## config.mk

```make
export PLATFORM = sky130hd
export DESIGN_NAME = decimal_signed_add_sub_compare_unit
export DESIGN_NICKNAME = d
export VERILOG_FILES = /design/src/hw/rtl/dsas_pkg.sv /design/src/hw/rtl/dsas_digit_mem.sv /design/src/hw/rtl/dsas_digit_alu.sv /design/src/hw/rtl/decimal_signed_add_sub_compare_unit.sv
export SDC_FILE = /design/constraint.sdc
export NUM_CORES = 1
export LEC_CHECK = 0
export BUFFER_PORTS_ARGS = -buffer_cell sky130_fd_sc_hd__buf_2
export CAP_MARGIN = 25
export CORE_MARGIN = 2
export CORE_UTILIZATION = 28
export DETAILED_ROUTE_END_ITERATION = 6
export PLACE_DENSITY = 0.49
export REMOVE_ABC_BUFFERS = 1
export SYNTH_ARGS = -nofsm -noshare
export SYNTH_HDL_FRONTEND = slang
export SYNTH_SLANG_ARGS = --single-unit
```

## constraint.sdc

```tcl
create_clock -name i_clk -period 13.4 [get_ports i_clk]
set_clock_uncertainty 0.15 [all_clocks]
set_input_delay 2.01 -clock i_clk [delete_from_list [all_inputs] [get_ports i_clk]]
set_output_delay 2.01 -clock i_clk [all_outputs]
set_load 0.1 [all_outputs]
```

## src/hw/rtl/dsas_pkg.sv

```systemverilog
package dsas_pkg;

    localparam int DIGITS_DEF    = 64;
    localparam int DIGIT_W       = 4;
    localparam int POS_W         = 6;
    localparam int ACTION_W      = 3;
    localparam int MAX_DIGIT     = 9;
    localparam int DEC_BASE      = 10;
    localparam int MAX_EMIT_POS  = 63;

    typedef enum logic [ACTION_W-1:0] {
        ACT_WR_A  = 3'd0,
        ACT_WR_B  = 3'd1,
        ACT_CLEAR = 3'd2,
        ACT_ADD   = 3'd3,
        ACT_SUB   = 3'd4,
        ACT_CMP   = 3'd5,
        ACT_NEG   = 3'd6
    } t_action;

    typedef enum logic [2:0] {
        ST_CLR,
        ST_IDLE,
        ST_WR,
        ST_CMP,
        ST_ARITH,
        ST_EM_RD,
        ST_EM_LD,
        ST_OUT
    } t_state;

    typedef enum logic [1:0] {
        CMP_LT,
        CMP_EQ,
        CMP_GT
    } t_cmp;

    typedef enum logic {
        KIND_DIGIT = 1'b0,
        KIND_CMP   = 1'b1
    } t_kind;

endpackage

```

## src/hw/rtl/dsas_digit_mem.sv

```systemverilog
module dsas_digit_mem #(
    parameter int DEPTH = dsas_pkg::DIGITS_DEF,
    parameter int AW    = $clog2(DEPTH)
) (
    input  logic                         i_clk,
    input  logic                         i_we,
    input  logic [AW-1:0]                i_waddr,
    input  logic [dsas_pkg::DIGIT_W-1:0] i_wdata,
    input  logic [AW-1:0]                i_raddr,
    output logic [dsas_pkg::DIGIT_W-1:0] o_rdata
);

    logic [dsas_pkg::DIGIT_W-1:0] r_mem [DEPTH];
    logic [dsas_pkg::DIGIT_W-1:0] r_rdata;

    always_ff @(posedge i_clk) begin
        if (i_we) begin
            r_mem[i_waddr] <= i_wdata;
        end
        r_rdata <= r_mem[i_raddr];
    end

    assign o_rdata = r_rdata;

endmodule

```

## src/hw/rtl/dsas_digit_alu.sv

```systemverilog
module dsas_digit_alu (
    input  logic                         i_add,
    input  logic                         i_swap,
    input  logic                         i_cin,
    input  logic [dsas_pkg::DIGIT_W-1:0] i_a,
    input  logic [dsas_pkg::DIGIT_W-1:0] i_b,
    output logic [dsas_pkg::DIGIT_W-1:0] o_res,
    output logic                         o_cout,
    output logic                         o_lt,
    output logic                         o_gt
);

    logic [dsas_pkg::DIGIT_W:0] sum;
    logic [dsas_pkg::DIGIT_W:0] big;
    logic [dsas_pkg::DIGIT_W:0] sub;
    logic [dsas_pkg::DIGIT_W:0] base;

    assign base = (dsas_pkg::DIGIT_W + 1)'(dsas_pkg::DEC_BASE);

    always_comb begin
        sum = {1'b0, i_a} + {1'b0, i_b} + {{dsas_pkg::DIGIT_W{1'b0}}, i_cin};
        big = i_swap ? {1'b0, i_b} : {1'b0, i_a};
        sub = (i_swap ? {1'b0, i_a} : {1'b0, i_b}) + {{dsas_pkg::DIGIT_W{1'b0}}, i_cin};
        if (i_add) begin
            o_cout = (sum >= base);
            o_res  = o_cout ? dsas_pkg::DIGIT_W'(sum - base) : dsas_pkg::DIGIT_W'(sum);
        end else begin
            o_cout = (big < sub);
            o_res  = o_cout ? dsas_pkg::DIGIT_W'(big + base - sub)
                            : dsas_pkg::DIGIT_W'(big - sub);
        end
    end

    assign o_lt = (i_a < i_b);
    assign o_gt = (i_a > i_b);

endmodule

```

## src/hw/rtl/decimal_signed_add_sub_compare_unit.sv

```systemverilog
// Channel  Direction  Handshake          Payload
// input    in         i_valid / o_stall  i_action i_digit_pos i_digit_value i_sign_neg
// output   out        o_valid / i_stall  o_kind o_out_digit o_out_pos o_out_negative
//                                        o_is_last o_overflow o_cmp_less o_cmp_equal
// One item at a time. Digit write: read, then write back.
// Clear: one zero written to both digit memories per cycle.
// Compare: one digit pair per cycle from a shared read address, then one item.
// Add/subtract: a digit pass, preceded by a magnitude compare pass when the magnitudes
// subtract, then a read state and, per emitted digit, a load state and an output state.
// Reset clears both memories; a stalled result item keeps o_stall high.
module decimal_signed_add_sub_compare_unit #(
    parameter int DIGITS = dsas_pkg::DIGITS_DEF
) (
    input  logic                          i_clk,
    input  logic                          i_rst_n,
    input  logic                          i_valid,
    output logic                          o_stall,
    input  logic [dsas_pkg::ACTION_W-1:0] i_action,
    input  logic [dsas_pkg::POS_W-1:0]    i_digit_pos,
    input  logic [dsas_pkg::DIGIT_W-1:0]  i_digit_value,
    input  logic                          i_sign_neg,
    output logic                          o_valid,
    input  logic                          i_stall,
    output logic                          o_kind,
    output logic [dsas_pkg::DIGIT_W-1:0]  o_out_digit,
    output logic [dsas_pkg::POS_W-1:0]    o_out_pos,
    output logic                          o_out_negative,
    output logic                          o_is_last,
    output logic                          o_overflow,
    output logic                          o_cmp_less,
    output logic                          o_cmp_equal
);

    localparam int AW = $clog2(DIGITS);
    localparam int CW = $clog2(DIGITS + 1);
    localparam logic [AW-1:0] LAST = AW'(DIGITS - 1);

    dsas_pkg::t_state r_state, n_state;

    logic [AW-1:0] r_idx, n_idx;
    logic [AW-1:0] r_idx_d, n_idx_d;
    logic          r_iss, n_iss;
    logic          r_dv, n_dv;
    logic          r_carry, n_carry;
    dsas_pkg::t_cmp r_cmp, n_cmp;
    logic          r_swap, n_swap;
    logic          r_add, n_add;
    logic          r_is_cmp, n_is_cmp;
    logic          r_bneg, n_bneg;
    logic [CW-1:0] r_acc, n_acc;
    logic [AW-1:0] r_top, n_top;
    logic          r_ovf, n_ovf;
    logic [AW-1:0] r_ep, n_ep;
    logic          r_a_sign, n_a_sign;
    logic          r_b_sign, n_b_sign;
    logic [CW-1:0] r_a_cnt, n_a_cnt;
    logic [CW-1:0] r_b_cnt, n_b_cnt;
    logic          r_wsel, n_wsel;
    logic [AW-1:0] r_wpos, n_wpos;
    logic [dsas_pkg::DIGIT_W-1:0] r_wval, n_wval;
    logic          r_wneg, n_wneg;

    logic                         r_o_valid, n_o_valid;
    logic                         r_o_kind, n_o_kind;
    logic [dsas_pkg::DIGIT_W-1:0] r_o_digit, n_o_digit;
    logic [dsas_pkg::POS_W-1:0]   r_o_pos, n_o_pos;
    logic                         r_o_neg, n_o_neg;
    logic                         r_o_last, n_o_last;
    logic                         r_o_ovf, n_o_ovf;
    logic                         r_o_less, n_o_less;
    logic                         r_o_equal, n_o_equal;

    logic                         a_we, b_we;
    logic [AW-1:0]                waddr, raddr;
    logic [dsas_pkg::DIGIT_W-1:0] wdata;
    logic [dsas_pkg::DIGIT_W-1:0] a_q, b_q;
    logic [dsas_pkg::DIGIT_W-1:0] alu_res;
    logic                         alu_cout, alu_lt, alu_gt;

    logic                         accept;
    logic                         pos_ok;
    logic                         pass_end;
    logic [dsas_pkg::DIGIT_W-1:0] val_clamp;
    dsas_pkg::t_action            act;
    dsas_pkg::t_cmp               cmp_now;
    logic                         nz;
    logic [CW-1:0]                acc_next;
    logic [AW-1:0]                top_fin;
    logic [dsas_pkg::DIGIT_W-1:0] old_digit;
    logic [CW-1:0]                old_cnt, new_cnt;
    logic                         res_sign;

    dsas_digit_mem #(.DEPTH(DIGITS), .AW(AW)) u_mem_a (
        .i_clk   (i_clk),
        .i_we    (a_we),
        .i_waddr (waddr),
        .i_wdata (wdata),
        .i_raddr (raddr),
        .o_rdata (a_q)
    );

    dsas_digit_mem #(.DEPTH(DIGITS), .AW(AW)) u_mem_b (
        .i_clk   (i_clk),
        .i_we    (b_we),
        .i_waddr (waddr),
        .i_wdata (wdata),
        .i_raddr (raddr),
        .o_rdata (b_q)
    );

    dsas_digit_alu u_alu (
        .i_add  (r_add),
        .i_swap (r_swap),
        .i_cin  (r_carry),
        .i_a    (a_q),
        .i_b    (b_q),
        .o_res  (alu_res),
        .o_cout (alu_cout),
        .o_lt   (alu_lt),
        .o_gt   (alu_gt)
    );

    assign o_stall   = (r_state != dsas_pkg::ST_IDLE);
    assign accept    = i_valid && !o_stall;
    assign act       = dsas_pkg::t_action'(i_action);
    assign pos_ok    = (32'(i_digit_pos) < DIGITS);
    assign val_clamp = (i_digit_value > dsas_pkg::DIGIT_W'(dsas_pkg::MAX_DIGIT))
                     ? dsas_pkg::DIGIT_W'(dsas_pkg::MAX_DIGIT) : i_digit_value;
    assign pass_end  = r_dv && (r_idx_d == LAST);
    assign cmp_now   = alu_gt ? dsas_pkg::CMP_GT : (alu_lt ? dsas_pkg::CMP_LT : r_cmp);
    assign nz        = (alu_res != '0);
    assign acc_next  = r_acc + CW'(nz);
    assign top_fin   = nz ? r_idx_d : r_top;
    assign old_digit = r_wsel ? b_q : a_q;
    assign old_cnt   = r_wsel ? r_b_cnt : r_a_cnt;
    assign new_cnt   = old_cnt - CW'(old_digit != '0) + CW'(r_wval != '0);
    assign res_sign  = r_add ? r_a_sign : (r_swap ? r_bneg : r_a_sign);

    always_comb begin
        n_state = r_state;
        unique case (r_state)
            dsas_pkg::ST_CLR: begin
                if (r_idx == LAST) begin
                    n_state = dsas_pkg::ST_IDLE;
                end
            end
            dsas_pkg::ST_IDLE: begin
                if (accept) begin
                    unique case (act)
                        dsas_pkg::ACT_WR_A,
                        dsas_pkg::ACT_WR_B: begin
                            if (pos_ok) begin
                                n_state = dsas_pkg::ST_WR;
                            end
                        end
                        dsas_pkg::ACT_CLEAR: n_state = dsas_pkg::ST_CLR;
                        dsas_pkg::ACT_ADD: begin
                            n_state = (r_a_sign == r_b_sign) ? dsas_pkg::ST_ARITH
                                                             : dsas_pkg::ST_CMP;
                        end
                        dsas_pkg::ACT_SUB: begin
                            n_state = (r_a_sign != r_b_sign) ? dsas_pkg::ST_ARITH
                                                             : dsas_pkg::ST_CMP;
                        end
                        dsas_pkg::ACT_CMP: n_state = dsas_pkg::ST_CMP;
                        default:           n_state = dsas_pkg::ST_IDLE;
                    endcase
                end
            end
            dsas_pkg::ST_WR: n_state = dsas_pkg::ST_IDLE;
            dsas_pkg::ST_CMP: begin
                if (pass_end) begin
                    n_state = r_is_cmp ? dsas_pkg::ST_OUT : dsas_pkg::ST_ARITH;
                end
            end
            dsas_pkg::ST_ARITH: begin
                if (pass_end) begin
                    n_state = dsas_pkg::ST_EM_RD;
                end
            end
            dsas_pkg::ST_EM_RD: n_state = dsas_pkg::ST_EM_LD;
            dsas_pkg::ST_EM_LD: n_state = dsas_pkg::ST_OUT;
            dsas_pkg::ST_OUT: begin
                if (!i_stall) begin
                    n_state = r_o_last ? dsas_pkg::ST_IDLE : dsas_pkg::ST_EM_LD;
                end
            end
            default: n_state = dsas_pkg::ST_CLR;
        endcase
    end

    always_comb begin
        n_idx     = r_idx;
        n_idx_d   = r_idx_d;
        n_iss     = r_iss;
        n_dv      = r_dv;
        n_carry   = r_carry;
        n_cmp     = r_cmp;
        n_swap    = r_swap;
        n_add     = r_add;
        n_is_cmp  = r_is_cmp;
        n_bneg    = r_bneg;
        n_acc     = r_acc;
        n_top     = r_top;
        n_ovf     = r_ovf;
        n_ep      = r_ep;
        n_a_sign  = r_a_sign;
        n_b_sign  = r_b_sign;
        n_a_cnt   = r_a_cnt;
        n_b_cnt   = r_b_cnt;
        n_wsel    = r_wsel;
        n_wpos    = r_wpos;
        n_wval    = r_wval;
        n_wneg    = r_wneg;
        n_o_valid = r_o_valid;
        n_o_kind  = r_o_kind;
        n_o_digit = r_o_digit;
        n_o_pos   = r_o_pos;
        n_o_neg   = r_o_neg;
        n_o_last  = r_o_last;
        n_o_ovf   = r_o_ovf;
        n_o_less  = r_o_less;
        n_o_equal = r_o_equal;
        a_we      = 1'b0;
        b_we      = 1'b0;
        waddr     = r_idx_d;
        wdata     = alu_res;
        raddr     = r_idx;

        if (r_state == dsas_pkg::ST_CMP || r_state == dsas_pkg::ST_ARITH) begin
            n_dv    = r_iss;
            n_idx_d = r_idx;
            if (r_iss) begin
                n_idx = r_idx + AW'(1);
                if (r_idx == LAST) begin
                    n_iss = 1'b0;
                end
            end
        end

        unique case (r_state)
            dsas_pkg::ST_CLR: begin
                a_we  = 1'b1;
                b_we  = 1'b1;
                waddr = r_idx;
                wdata = '0;
                n_idx = r_idx + AW'(1);
            end
            dsas_pkg::ST_IDLE: begin
                raddr = AW'(i_digit_pos);
                if (accept) begin
                    n_idx   = '0;
                    n_iss   = 1'b1;
                    n_dv    = 1'b0;
                    n_carry = 1'b0;
                    n_cmp   = dsas_pkg::CMP_EQ;
                    n_swap  = 1'b0;
                    n_acc   = '0;
                    n_top   = '0;
                    unique case (act)
                        dsas_pkg::ACT_WR_A,
                        dsas_pkg::ACT_WR_B: begin
                            n_wsel = (act == dsas_pkg::ACT_WR_B);
                            n_wpos = AW'(i_digit_pos);
                            n_wval = val_clamp;
                            n_wneg = i_sign_neg;
                        end
                        dsas_pkg::ACT_CLEAR: begin
                            n_a_sign = 1'b0;
                            n_b_sign = 1'b0;
                            n_a_cnt  = '0;
                            n_b_cnt  = '0;
                        end
                        dsas_pkg::ACT_ADD,
                        dsas_pkg::ACT_SUB: begin
                            n_bneg   = r_b_sign ^ (act == dsas_pkg::ACT_SUB);
                            n_add    = (r_a_sign == (r_b_sign ^ (act == dsas_pkg::ACT_SUB)));
                            n_is_cmp = 1'b0;
                        end
                        dsas_pkg::ACT_CMP: begin
                            n_is_cmp = 1'b1;
                        end
                        dsas_pkg::ACT_NEG: begin
                            if (r_a_cnt != '0) begin
                                n_a_sign = ~r_a_sign;
                            end
                        end
                        default: begin
                            n_iss = 1'b0;
                        end
                    endcase
                end
            end
            dsas_pkg::ST_WR: begin
                a_we  = !r_wsel;
                b_we  = r_wsel;
                waddr = r_wpos;
                wdata = r_wval;
                if (r_wsel) begin
                    n_b_cnt  = new_cnt;
                    n_b_sign = (new_cnt != '0) && r_wneg;
                end else begin
                    n_a_cnt  = new_cnt;
                    n_a_sign = (new_cnt != '0) && r_wneg;
                end
            end
            dsas_pkg::ST_CMP: begin
                if (r_dv) begin
                    n_cmp = cmp_now;
                end
                if (pass_end) begin
                    if (r_is_cmp) begin
                        n_o_valid = 1'b1;
                        n_o_kind  = dsas_pkg::KIND_CMP;
                        n_o_digit = '0;
                        n_o_pos   = '0;
                        n_o_neg   = 1'b0;
                        n_o_last  = 1'b1;
                        n_o_ovf   = 1'b0;
                        n_o_equal = (cmp_now == dsas_pkg::CMP_EQ) && (r_a_sign == r_b_sign);
                        if (r_a_sign != r_b_sign) begin
                            n_o_less = r_a_sign;
                        end else if (r_a_sign) begin
                            n_o_less = (cmp_now == dsas_pkg::CMP_GT);
                        end else begin
                            n_o_less = (cmp_now == dsas_pkg::CMP_LT);
                        end
                    end else begin
                        n_swap  = (cmp_now == dsas_pkg::CMP_LT);
                        n_idx   = '0;
                        n_iss   = 1'b1;
                        n_dv    = 1'b0;
                        n_carry = 1'b0;
                        n_acc   = '0;
                        n_top   = '0;
                    end
                end
            end
            dsas_pkg::ST_ARITH: begin
                if (r_dv) begin
                    a_we    = 1'b1;
                    n_carry = alu_cout;
                    n_acc   = acc_next;
                    n_top   = top_fin;
                end
                if (pass_end) begin
                    n_a_cnt  = acc_next;
                    n_a_sign = (acc_next != '0) && res_sign;
                    n_ovf    = r_add && alu_cout;
                    n_ep     = (32'(top_fin) > dsas_pkg::MAX_EMIT_POS)
                             ? AW'(dsas_pkg::MAX_EMIT_POS) : top_fin;
                end
            end
            dsas_pkg::ST_EM_RD: begin
                raddr = r_ep;
            end
            dsas_pkg::ST_EM_LD: begin
                n_o_valid = 1'b1;
                n_o_kind  = dsas_pkg::KIND_DIGIT;
                n_o_digit = a_q;
                n_o_pos   = dsas_pkg::POS_W'(r_ep);
                n_o_neg   = r_a_sign;
                n_o_last  = (r_ep == '0);
                n_o_ovf   = r_ovf;
                n_o_less  = 1'b0;
                n_o_equal = 1'b0;
            end
            dsas_pkg::ST_OUT: begin
                raddr = r_ep - AW'(1);
                if (!i_stall) begin
                    n_o_valid = 1'b0;
                    if (!r_o_last) begin
                        n_ep = r_ep - AW'(1);
                    end
                end
            end
            default: begin
                n_idx = '0;
            end
        endcase
    end

    always_ff @(posedge i_clk) begin
        if (!i_rst_n) begin
            r_state   <= dsas_pkg::ST_CLR;
            r_idx     <= '0;
            r_iss     <= 1'b0;
            r_dv      <= 1'b0;
            r_o_valid <= 1'b0;
            r_a_sign  <= 1'b0;
            r_b_sign  <= 1'b0;
            r_a_cnt   <= '0;
            r_b_cnt   <= '0;
        end else begin
            r_state   <= n_state;
            r_idx     <= n_idx;
            r_iss     <= n_iss;
            r_dv      <= n_dv;
            r_o_valid <= n_o_valid;
            r_a_sign  <= n_a_sign;
            r_b_sign  <= n_b_sign;
            r_a_cnt   <= n_a_cnt;
            r_b_cnt   <= n_b_cnt;
        end
    end

    always_ff @(posedge i_clk) begin
        r_idx_d   <= n_idx_d;
        r_carry   <= n_carry;
        r_cmp     <= n_cmp;
        r_swap    <= n_swap;
        r_add     <= n_add;
        r_is_cmp  <= n_is_cmp;
        r_bneg    <= n_bneg;
        r_acc     <= n_acc;
        r_top     <= n_top;
        r_ovf     <= n_ovf;
        r_ep      <= n_ep;
        r_wsel    <= n_wsel;
        r_wpos    <= n_wpos;
        r_wval    <= n_wval;
        r_wneg    <= n_wneg;
        r_o_kind  <= n_o_kind;
        r_o_digit <= n_o_digit;
        r_o_pos   <= n_o_pos;
        r_o_neg   <= n_o_neg;
        r_o_last  <= n_o_last;
        r_o_ovf   <= n_o_ovf;
        r_o_less  <= n_o_less;
        r_o_equal <= n_o_equal;
    end

    assign o_valid        = r_o_valid;
    assign o_kind         = r_o_kind;
    assign o_out_digit    = r_o_digit;
    assign o_out_pos      = r_o_pos;
    assign o_out_negative = r_o_neg;
    assign o_is_last      = r_o_last;
    assign o_overflow     = r_o_ovf;
    assign o_cmp_less     = r_o_less;
    assign o_cmp_equal    = r_o_equal;

endmodule

```

* After elaboration in Yosys (flattened, before gate mapping)
Memories as Yosys holds them, arrays and structs flattened. A register that Yosys moved wholly into a read port is not among the register bits. Cells that the tools add are included.
Storage, ports and cells: register bits 89, RAM bits 512, input bits 18, output and inout port bits 18, word-level logic and storage cells 253, memories 2
Memory list:
- u_mem_a.r_mem | depth 64, bits a word 4, rd ports 1, clocked after Yosys merged registers in 1, write ports 1, RTL line dsas_digit_mem.sv:13 | logic [dsas_pkg::DIGIT_W-1:0] r_mem [DEPTH];
- u_mem_b.r_mem | depth 64, bits a word 4, rd ports 1, clocked after Yosys merged registers in 1, write ports 1, RTL line dsas_digit_mem.sv:13
Operators by class: add/subtract/negate cells 12, $lt $le $gt $ge 5, eq/ne operators 36, muxes and demuxes 120, bitwise gates (word level) 2, reductions and logical operators 44
Operators with widths (count):
- $mux W6 | 15
- $mux W7 | 10
- $pmux W6 S3 | 3
- $mux W1 | 43
- $pmux W7 S3 | 2
- $pmux W6 S2 | 3
- $mux W4 | 8
- $pmux W1 S2 | 13
- $mux W3 | 8
- $ne A2 B2 Y1 const B | 12
- $pmux W3 S8 | 1
- $eq A3 B3 Y1 const B | 7
- $reduce_bool A7 Y1 | 3
- $pmux W4 S2 | 2
- $reduce_and A4 Y1 | 4
- $pmux W3 S5 | 1
- $reduce_and A3 Y1 | 5
- $reduce_and A5 Y1 | 3
- $add A7 B1 Y7 | 2
- $pmux W7 S2 | 1
- $eq A3 B2 Y1 const B | 4
- $eq A6 B6 Y1 const B | 2
- $pmux W1 S3 | 4
- $reduce_bool A4 Y1 | 3
- 39 further kinds | 60

* Depth between registers and ports, before layout
Gate-level depths: netlist (run 1).
word-level depth 11, gate-level depth with buffers 23, mapped depth without buffers 22

* Modules after synthesis
Synthesis (run 1) repeated with hierarchy kept, for this count alone.
Unflattened totals: cell total of the unflattened synthesis 1673, area total of the unflattened synthesis 26770.7 um^2
Modules (own cells, without submodules):
- dsas_digit_mem (u_mem_b) | times used 1, cells an instance 521, area each 10407.5 um^2, seq. area each 7767.4 um^2
- dsas_digit_mem (u_mem_a) | times used 1, cells an instance 529, area each 10356.2 um^2, seq. area each 7767.4 um^2
- decimal_signed_add_sub_compare_unit | times used 1, cells an instance 509, area each 5116.2 um^2, seq. area each 2392.3 um^2
- dsas_digit_alu | times used 1, cells an instance 114, area each 890.9 um^2, seq. area each 0.0 um^2

* Least setup slack after synthesis (run 1)
OpenSTA, ideal clock, no wires.
path kind flip-flop to flip-flop, start point register r_swap, end point memory u_mem_a.r_mem[0][3] (netlist bit) (data pin), library setup time 1.197 ns, arrival time 7.849 ns, data required time 12.053 ns, path slack 4.204 ns, stages on the path, launching flop included 14, buffers on the path 1, clock period less this slack 9.196 ns, path through edfxtp_1 buf_1 o21ai_0 ha_1 ha_1 ha_1 inv_1 ha_1 fa_1 nor3_1 a21oi_1 o22ai_1 o21ai_0 o21ai_0
On the way: longest elaborated chain between the ends 6, elaborated cells between the ends (all ways) 10, classes of those cells add/sub (4); order compare (1); mux (5)
RTL lines:
- from (decl) | RTL line decimal_signed_add_sub_compare_unit.sv:46 | logic r_swap, n_swap;
- from (signal assigned) | RTL line decimal_signed_add_sub_compare_unit.sv:411 | r_swap <= n_swap;
- $mux W4 (on tied branches) | RTL line dsas_digit_alu.sv:23, dsas_digit_alu.sv:22
- $add A4 B1 Y5 or $add A4 B4 Y4 (tied branches) | RTL line dsas_digit_alu.sv:23, dsas_digit_alu.sv:29
- $sub A4 B4 Y4, or another cell as far along | RTL line dsas_digit_alu.sv:30 | : dsas_pkg::DIGIT_W'(big - sub);
- $mux W4 (*) | RTL line dsas_digit_alu.sv:29 | o_res = o_cout ? dsas_pkg::DIGIT_W'(big + base - sub)
- $mux W4 (*) | RTL line dsas_digit_alu.sv:24 | if (i_add) begin
- $pmux W4 S2 (*) | RTL line decimal_signed_add_sub_compare_unit.sv:241 | unique case (r_state)
- named net u_mem_a.i_wdata, one bit | RTL line dsas_digit_mem.sv:8 | input logic [dsas_pkg::DIGIT_W-1:0] i_wdata,
- to (decl) | RTL line dsas_digit_mem.sv:13
The timed path passes the listed nets; every way through them passes the cells marked *.

* Worst setup path after layout (run 1)
start point input port i_digit_pos[1] (netlist bit), end point register u_mem_b.r_rdata, in the netlist u_mem_b.o_rdata[3] (read register of u_mem_b.r_mem)
On the way: longest elaborated chain between the ends 1
RTL lines:
- from (decl) | RTL line decimal_signed_add_sub_compare_unit.sv:19 | input logic [dsas_pkg::POS_W-1:0] i_digit_pos,
- $pmux W6 S3 | RTL line decimal_signed_add_sub_compare_unit.sv:241
- to (decl) | RTL line dsas_digit_mem.sv:14 | logic [dsas_pkg::DIGIT_W-1:0] r_rdata;
No other way between the ends. A chain may end at the register's enable or synchronous reset.

==> results of run 1 <==
==> routing by layer <==
layer / global-route usage / vias up
met5: 0 / -
met1: 0.219 / 9213
met3: 0.0225 / 129
li1: - / 8160
met2: 0.259 / 548
met4: 0.0513 / 0
==> worst reg2reg max path, delay by kind of cell, from the launching register on <==
family,cells,cell delay (ps)
AO/OA/AOI/OAI,7,1590
XOR/XNOR,2,520
adder cells (fa/ha/maj),5,1750
buffers and inverters,2,290
flip-flops,1,520
AND/OR/NAND/NOR,4,570
==> report_power, final <==
group / switching [mW] / internal (mW) / total (mW)
clock: 0.763 / 1.01 / 1.78
combinational: 0.282 / 0.157 / 0.439
sequential: 0.0210 / 2.07 / 2.09
==> per-stage QoR <==
step | hold slack [ps] | util
final | 369 | 0.322
after global routing | 404 | 0.322
after CTS | 374 | 0.321
after detailed placement | 360 | 0.299
after global placement | 340 | 0.299
after floorplan | 329 | -
==> kinds of logic (layout without fill, tap and decap cells) <==
kind of cell,count (synthesis),after routing,share of synthesized area
flip-flops,609,609,0.664
buffers and inverters,174,229,0.0278
AND/OR/NAND/NOR,703,703,0.119
AO/OA/AOI/OAI,521,521,0.127
XOR/XNOR,23,23,0.00746
multiplexers,100,100,0.0382
adder cells (fa/ha/maj),33,33,0.0167
==> registers in the layout, indices dropped and copies added (netlist names), 7 cells and up <==
signal and cells:
u_mem_a.r_mem 256, u_mem_b.r_mem 256, r_a_cnt 7, r_acc 7
r_b_cnt 7
==> cells in the final DEF, fill, tap and decap left out, types with 25 or more instances in the layout <==
master     instances
nand3_1           47
a22oi_1           48
mux2i_1           75
a21oi_1          179
nand2_1          276
clkbuf_16         68
a211oi_1          47
buf_2             35
buf_4             32
and3_1            47
o21ai_0           58
ha_1              28
mux2_2            25
inv_1             40
a22o_1            33
dfxtp_1           36
edfxtp_1         573
nor2_1           184
==> path summary, 6_finish.rpt <==
kind | end | cells after the start
worst max-delay path | u_mem_b.o_rdata[3] | 11
worst min register to register | r_b_cnt[5] | 2
worst max register to register | r_a_sign | 20
worst min-delay path | r_b_cnt[5] | 2
==> final cells by class <==
cell class	count	area, µm²
timing repair buffer	73	514
clock buffer	86	1770
inverter	40	150
tap	1265	1580
fill	9529	64700
multi-input combinational	1380	8400
sequential	609	17900
clock inverter	30	294
==> flow_summary.toml, run 1 <==
[status]
status = "finished clean"

[grt]
grt_pass1_vias = 18137
antenna_found_initial = 0
grt_max_degree = 89
grt_overflow = 0
grt_usage = 0.159
grt_pass1_wl_um = 119000

[place]
gp_congestion = 0.815
dp_worst_setup_slack_ps = 7120
dp.cells = 3363
portBuffers = 35
place_area_mm2 = 0.0285
dp_hpwl_um = 50200

[floorplan]
coreArea_mm2 = 0.0953
die_height_um = 314
num_rows = 113
ios = 36
start_util = 0.283
dieWidth_um = 314
dieArea_mm2 = 0.0989

[sta]
hold_viol_final = 0
fin_ws_ps = 7810
max_slew_margin = 0.299
min_period_ps = 5590
period_share = 0.417
setup_violations = 0
drv_slew = 0
setup_tns_ps = 0
tightest_slew_ps = 1050
grt_setup_unrepaired = "no"
fmax_mhz = 179

[routing]
drc = 0
drt_pass1_iterations = 5
ant_nets = 0
via_per_inst = 5.18
wl_per_cell_um = 22.9
num_vias = 18050
highest_layer = "met4"
first_iter_violations = 1587
drt_wl_total_um = 79600
route.met2.wl_um = 37000
wl_met1_um = 36000
wl_met3_um = 4330

[power_and_ir_drop]
total_power_mw = 4.30
p_leak_nw = 10.0
powerDensity_mw_per_mm2 = 140
ir_drop_uv = 91.5

[worst_setup_path]
crit_path_start_kind = "input pin"
crit_fanout = 81
crit_chain = "buf_2 > nand3b_1 > a21o_1 > nand2_4 > buf_4 > buf_4 > a21oi_1 > a22o_1 > a22oi_1 > o311ai_0 > nor4_1"
worst_setup_path_end_kind = "register"
r2r_slack_ps = 7890
r2r_start = "u_mem_a.o_rdata[0]"
crit_buf_inv = 3
slowest_stage = "buf_4"
path_class = "input pin to register"
cp-startpoint = "i_digit_pos[1]"
path_common_cell = "buf_4"
required_ps = 13740
cp.arrival_ps = 5930
critPathMaxStageDelay_ps = 920
cpLargestDelayFamily = "buffers and inverters"

[cts]
cts.path.max_buffers = 3
post_cts_resized = 0
h-tree-depth = 3
cts_tree = "built"
path_clk_slew_ps = 60
cts_setup_buffers = 0
cts_hold_buf = 0
cts_root_buf = "clkbuf_16"
clock-sinks = 609
cts_buffers = 68
clk-insertion-delay-late_ps = 610

[synth]
synthTopCellsByArea = "edfxtp_1 64%, nand2_1 3.9%, a21oi_1 3.3%"
yosysSeqAreaShare = 0.664
synthCells = 2163
yosysUniqueCellTypes = 70
syn_avg_cell_area_um2 = 12.5
synth_flop_cell = "edfxtp_1"
synthTopCellsByCount = "573 x edfxtp_1, 278 x nand2_1, 185 x nor2_1"
yosys.cell_count.top_type = "edfxtp_1"
netlist_area_mm2 = 0.0270
synth_top_area_frac = 0.637
synth_warnings = 0
synth_enable_flop_cells = 573
synth_area_leader_cell = "edfxtp_1"
ys_ff_latch = 609
synthArstFlopShare = 0

[finish]
nNetsFinal = 2223
drive_gt1_frac = 0.0969
final_cells = 3483
antenna_cells = 0
syn_to_final_growth_pct = 13.5
final_area_mm2 = 0.0306

[min_path]
hold_start = "r_b_cnt[5]"
min-delay-path-class = "register to register"

[run]
drv_cap = 0
(Power assumes the default switching activity.)
==> run 2: changes to the inputs <==
Settings changed: ABC_AREA from default to 1.
Clock period 13.4 ns to 5.5 ns, I/O delays scaled along.
==> flow_summary.toml, run 2 <==
[power_and_ir_drop]
p_leak_nw = 13.7
switching_share = 0.250
p_int_mw = 8.06
ir_drop_uv = 196
p_seq_frac = 0.471
p_sw_mw = 2.69
p_clk_frac = 0.436
powerDensity_mw_per_mm2 = 323
combPwrFrac = 0.094

[grt]
grt_util_met2 = 0.249
grtUsageMet1 = 0.212
grt_overflow = 0
grt_max_degree = 177
grt_usage = 0.154
grt.busiest_layer = "met2"
met3_usage = 0.0222
antenna_found_initial = 0
grt_pass1_vias = 20590
grt_pass1_wl_um = 127000

[place]
dp_hpwl_um = 49000
gp_congestion = 0.818
portBuffers = 35
dp_worst_setup_slack_ps = 653

[cts]
clock-sinks = 609
path_clk_slew_ps = 60
clk-insertion-delay-late_ps = 620
post_cts_resized = 0
cts_setup_buffers = 0
cts_buffers = 73
cts_tree = "built"
h-tree-depth = 3
cts_root_buf = "clkbuf_16"
cts.path.max_buffers = 3
cts_hold_buf = 0

[routing]
wl_per_cell_um = 18.6
drt_wl_total_um = 82900
num_vias = 21186
drc = 0
ant_nets = 0
via_per_inst = 4.76
drt_pass1_iterations = 5
first_iter_violations = 1674

[finish]
nNetsFinal = 3071
drive_gt1_frac = 0.0715
final_common_cell = "edfxtp_1"
fin_util = 0.321
final_cell_mix = "573 x edfxtp_1, 571 x inv_1, 506 x nand2_1"
syn_to_final_growth_pct = 13.2
reg_top3 = "u_mem_a.r_mem x256, u_mem_b.r_mem x256"
antenna_cells = 0

[floorplan]
coreArea_mm2 = 0.104
dieWidth_um = 328
num_rows = 118
dieArea_mm2 = 0.108
die_height_um = 328
start_util = 0.283
ios = 36

[synth]
yosysSeqAreaShare = 0.610
synth_top_area_frac = 0.585
ys_ff_latch = 609
yosysUniqueCellTypes = 46
netlist_area_mm2 = 0.0294
synth_warnings = 0
synthTopCellsByArea = "edfxtp_1 59%, nand3_1 8.0%, inv_1 7.3%"
syn_avg_cell_area_um2 = 9.65
synthCells = 3047
synth_enable_flop_cells = 573
synthArstFlopShare = 0
synthTopCellsByCount = "573 x edfxtp_1, 571 x inv_1, 506 x nand2_1"
yosys.cell_count.top_type = "edfxtp_1"
synth_flop_cell = "edfxtp_1"
synth_area_leader_cell = "edfxtp_1"

[min_path]
hold-path-endpoint = "r_wneg"
whs_path_depth = 1
min-delay-path-class = "input pin to register"
hold_start = "i_sign_neg"

[sta]
tightest_slew_ps = 1010
drv_slew = 0
max_slew_margin = 0.325
min_period_ps = 4840
grt_setup_unrepaired = "no"
period_share = 0.880
hold_viol_final = 0
fmax_mhz = 207
setup_violations = 0
fin_ws_ps = 658

[worst_setup_path]
required_ps = 5910
cp.arrival_ps = 5250
r2r_cells = 22
crit_fanout = 17
crit-reg2reg-capture = "r_a_sign"
critPathMaxStageDelay_ps = 570
cpLargestDelayFamily = "adder cells"
crit_chain = "nand2_1 > o21ai_0 > ha_1 > ha_1 > ha_1 > inv_1 > ha_1 > fa_1 > xor2_1 > nand2_1 > nand3_1 > a21boi_2 > nand3_1 > ha_1 > ha_1 > nand3_1 > xor2_1 > nor2_1 > nand3_1 > o211ai_1 > and2_1 > a21oi_1"
cp-startpoint = "r_swap"
worst_setup_path_end_kind = "register"
path_common_cell = "ha_1"
r2r_slack_ps = 660
crit_buf_inv = 1
slowest_stage = "edfxtp_1"
path_class = "register to register"
r2r_start = "r_swap"
crit_path_start_kind = "register"

[status]
status = "finished clean"

[run]
drv_cap = 0
==> run 2: cell count changes in the layout (fill, tap and decap cells not counted), moves of 44 or more <==
cell / previous run / this run
a211oi_1: 47 / 3
a21oi_1: 179 / 34
a22oi_1: 48 / 0
and3_1: 47 / 0
inv_1: 40 / 571
mux2i_1: 75 / 1
nand2_1: 276 / 506
nand3_1: 47 / 468
nand4_1: 22 / 188
nor3_1: 19 / 71
o21ai_0: 58 / 105
==> run 2: metrics by stage <==
stage | instances | hold slack (ps) | TNS (ps) | area (µm²) | total power [mW]
after floorplan | 2873 | 279 | -1172280 | 28500 | 5.85
after global placement | 4325 | 292 | 0 | 31000 | 6.16
after detailed placement | 4325 | 300 | 0 | 31000 | 6.16
after CTS | 4455 | 205 | 0 | 33300 | 10.9
after global routing | 4455 | 220 | 0 | 33300 | 11.2
final | 4455 | 240 | 0 | 33300 | 10.8
==> run 2: cell families after synthesis <==
logic type      synth area share
compound gates            0.0382
xor+xnor                 0.00626
fa+ha+maj                 0.0153
buf+inv                    0.103
flops                      0.610
mux                     0.000340
simple gates               0.227
==> run 2: metal layers <==
metal  up-vias  routed length, µm
li1      10232                  -
met4         0               2310
met2       571              38700
met3       129               4360
met1     10254              37600
met5         -                  0
==> run 2: worst max path at each step <==
| stage | endpoint | slack [ps] | depth (start not counted) |
|---|---|---|---|
| global placement | r_a_sign | 730 | 22 |
| CTS | r_a_sign | 650 | 22 |
| finish | r_a_sign | 660 | 22 |
| detailed placement | r_a_sign | 650 | 22 |
| global route | r_a_sign | 230 | 21 |
| floorplan | u_mem_a.r_mem[0][2] | -3440 | 12 |
==> run 2: final cells by class <==
cell class              count  area, µm²
clock buffers              91       1920
clock inverters            39        369
fillers                 10626      70500
inverters                 582       2190
multi-input cells        1682       8550
flip-flops and latches    609      17900
well taps                1380       1730
repair buffers             72        591
==> run 2: power by group through the flow <==
| stage | clock (mW) | combinational (mW) | sequential, mW |
|---|---|---|---|
| final | 4.69 | 1.01 | 5.06 |
| after floorplan | 0 | 0.696 | 5.15 |
| after global placement | 0 | 0.999 | 5.16 |
| after detailed placement | 0 | 1.00 | 5.16 |
| after global routing | 4.97 | 1.13 | 5.06 |
| after CTS | 4.79 | 1.01 | 5.06 |
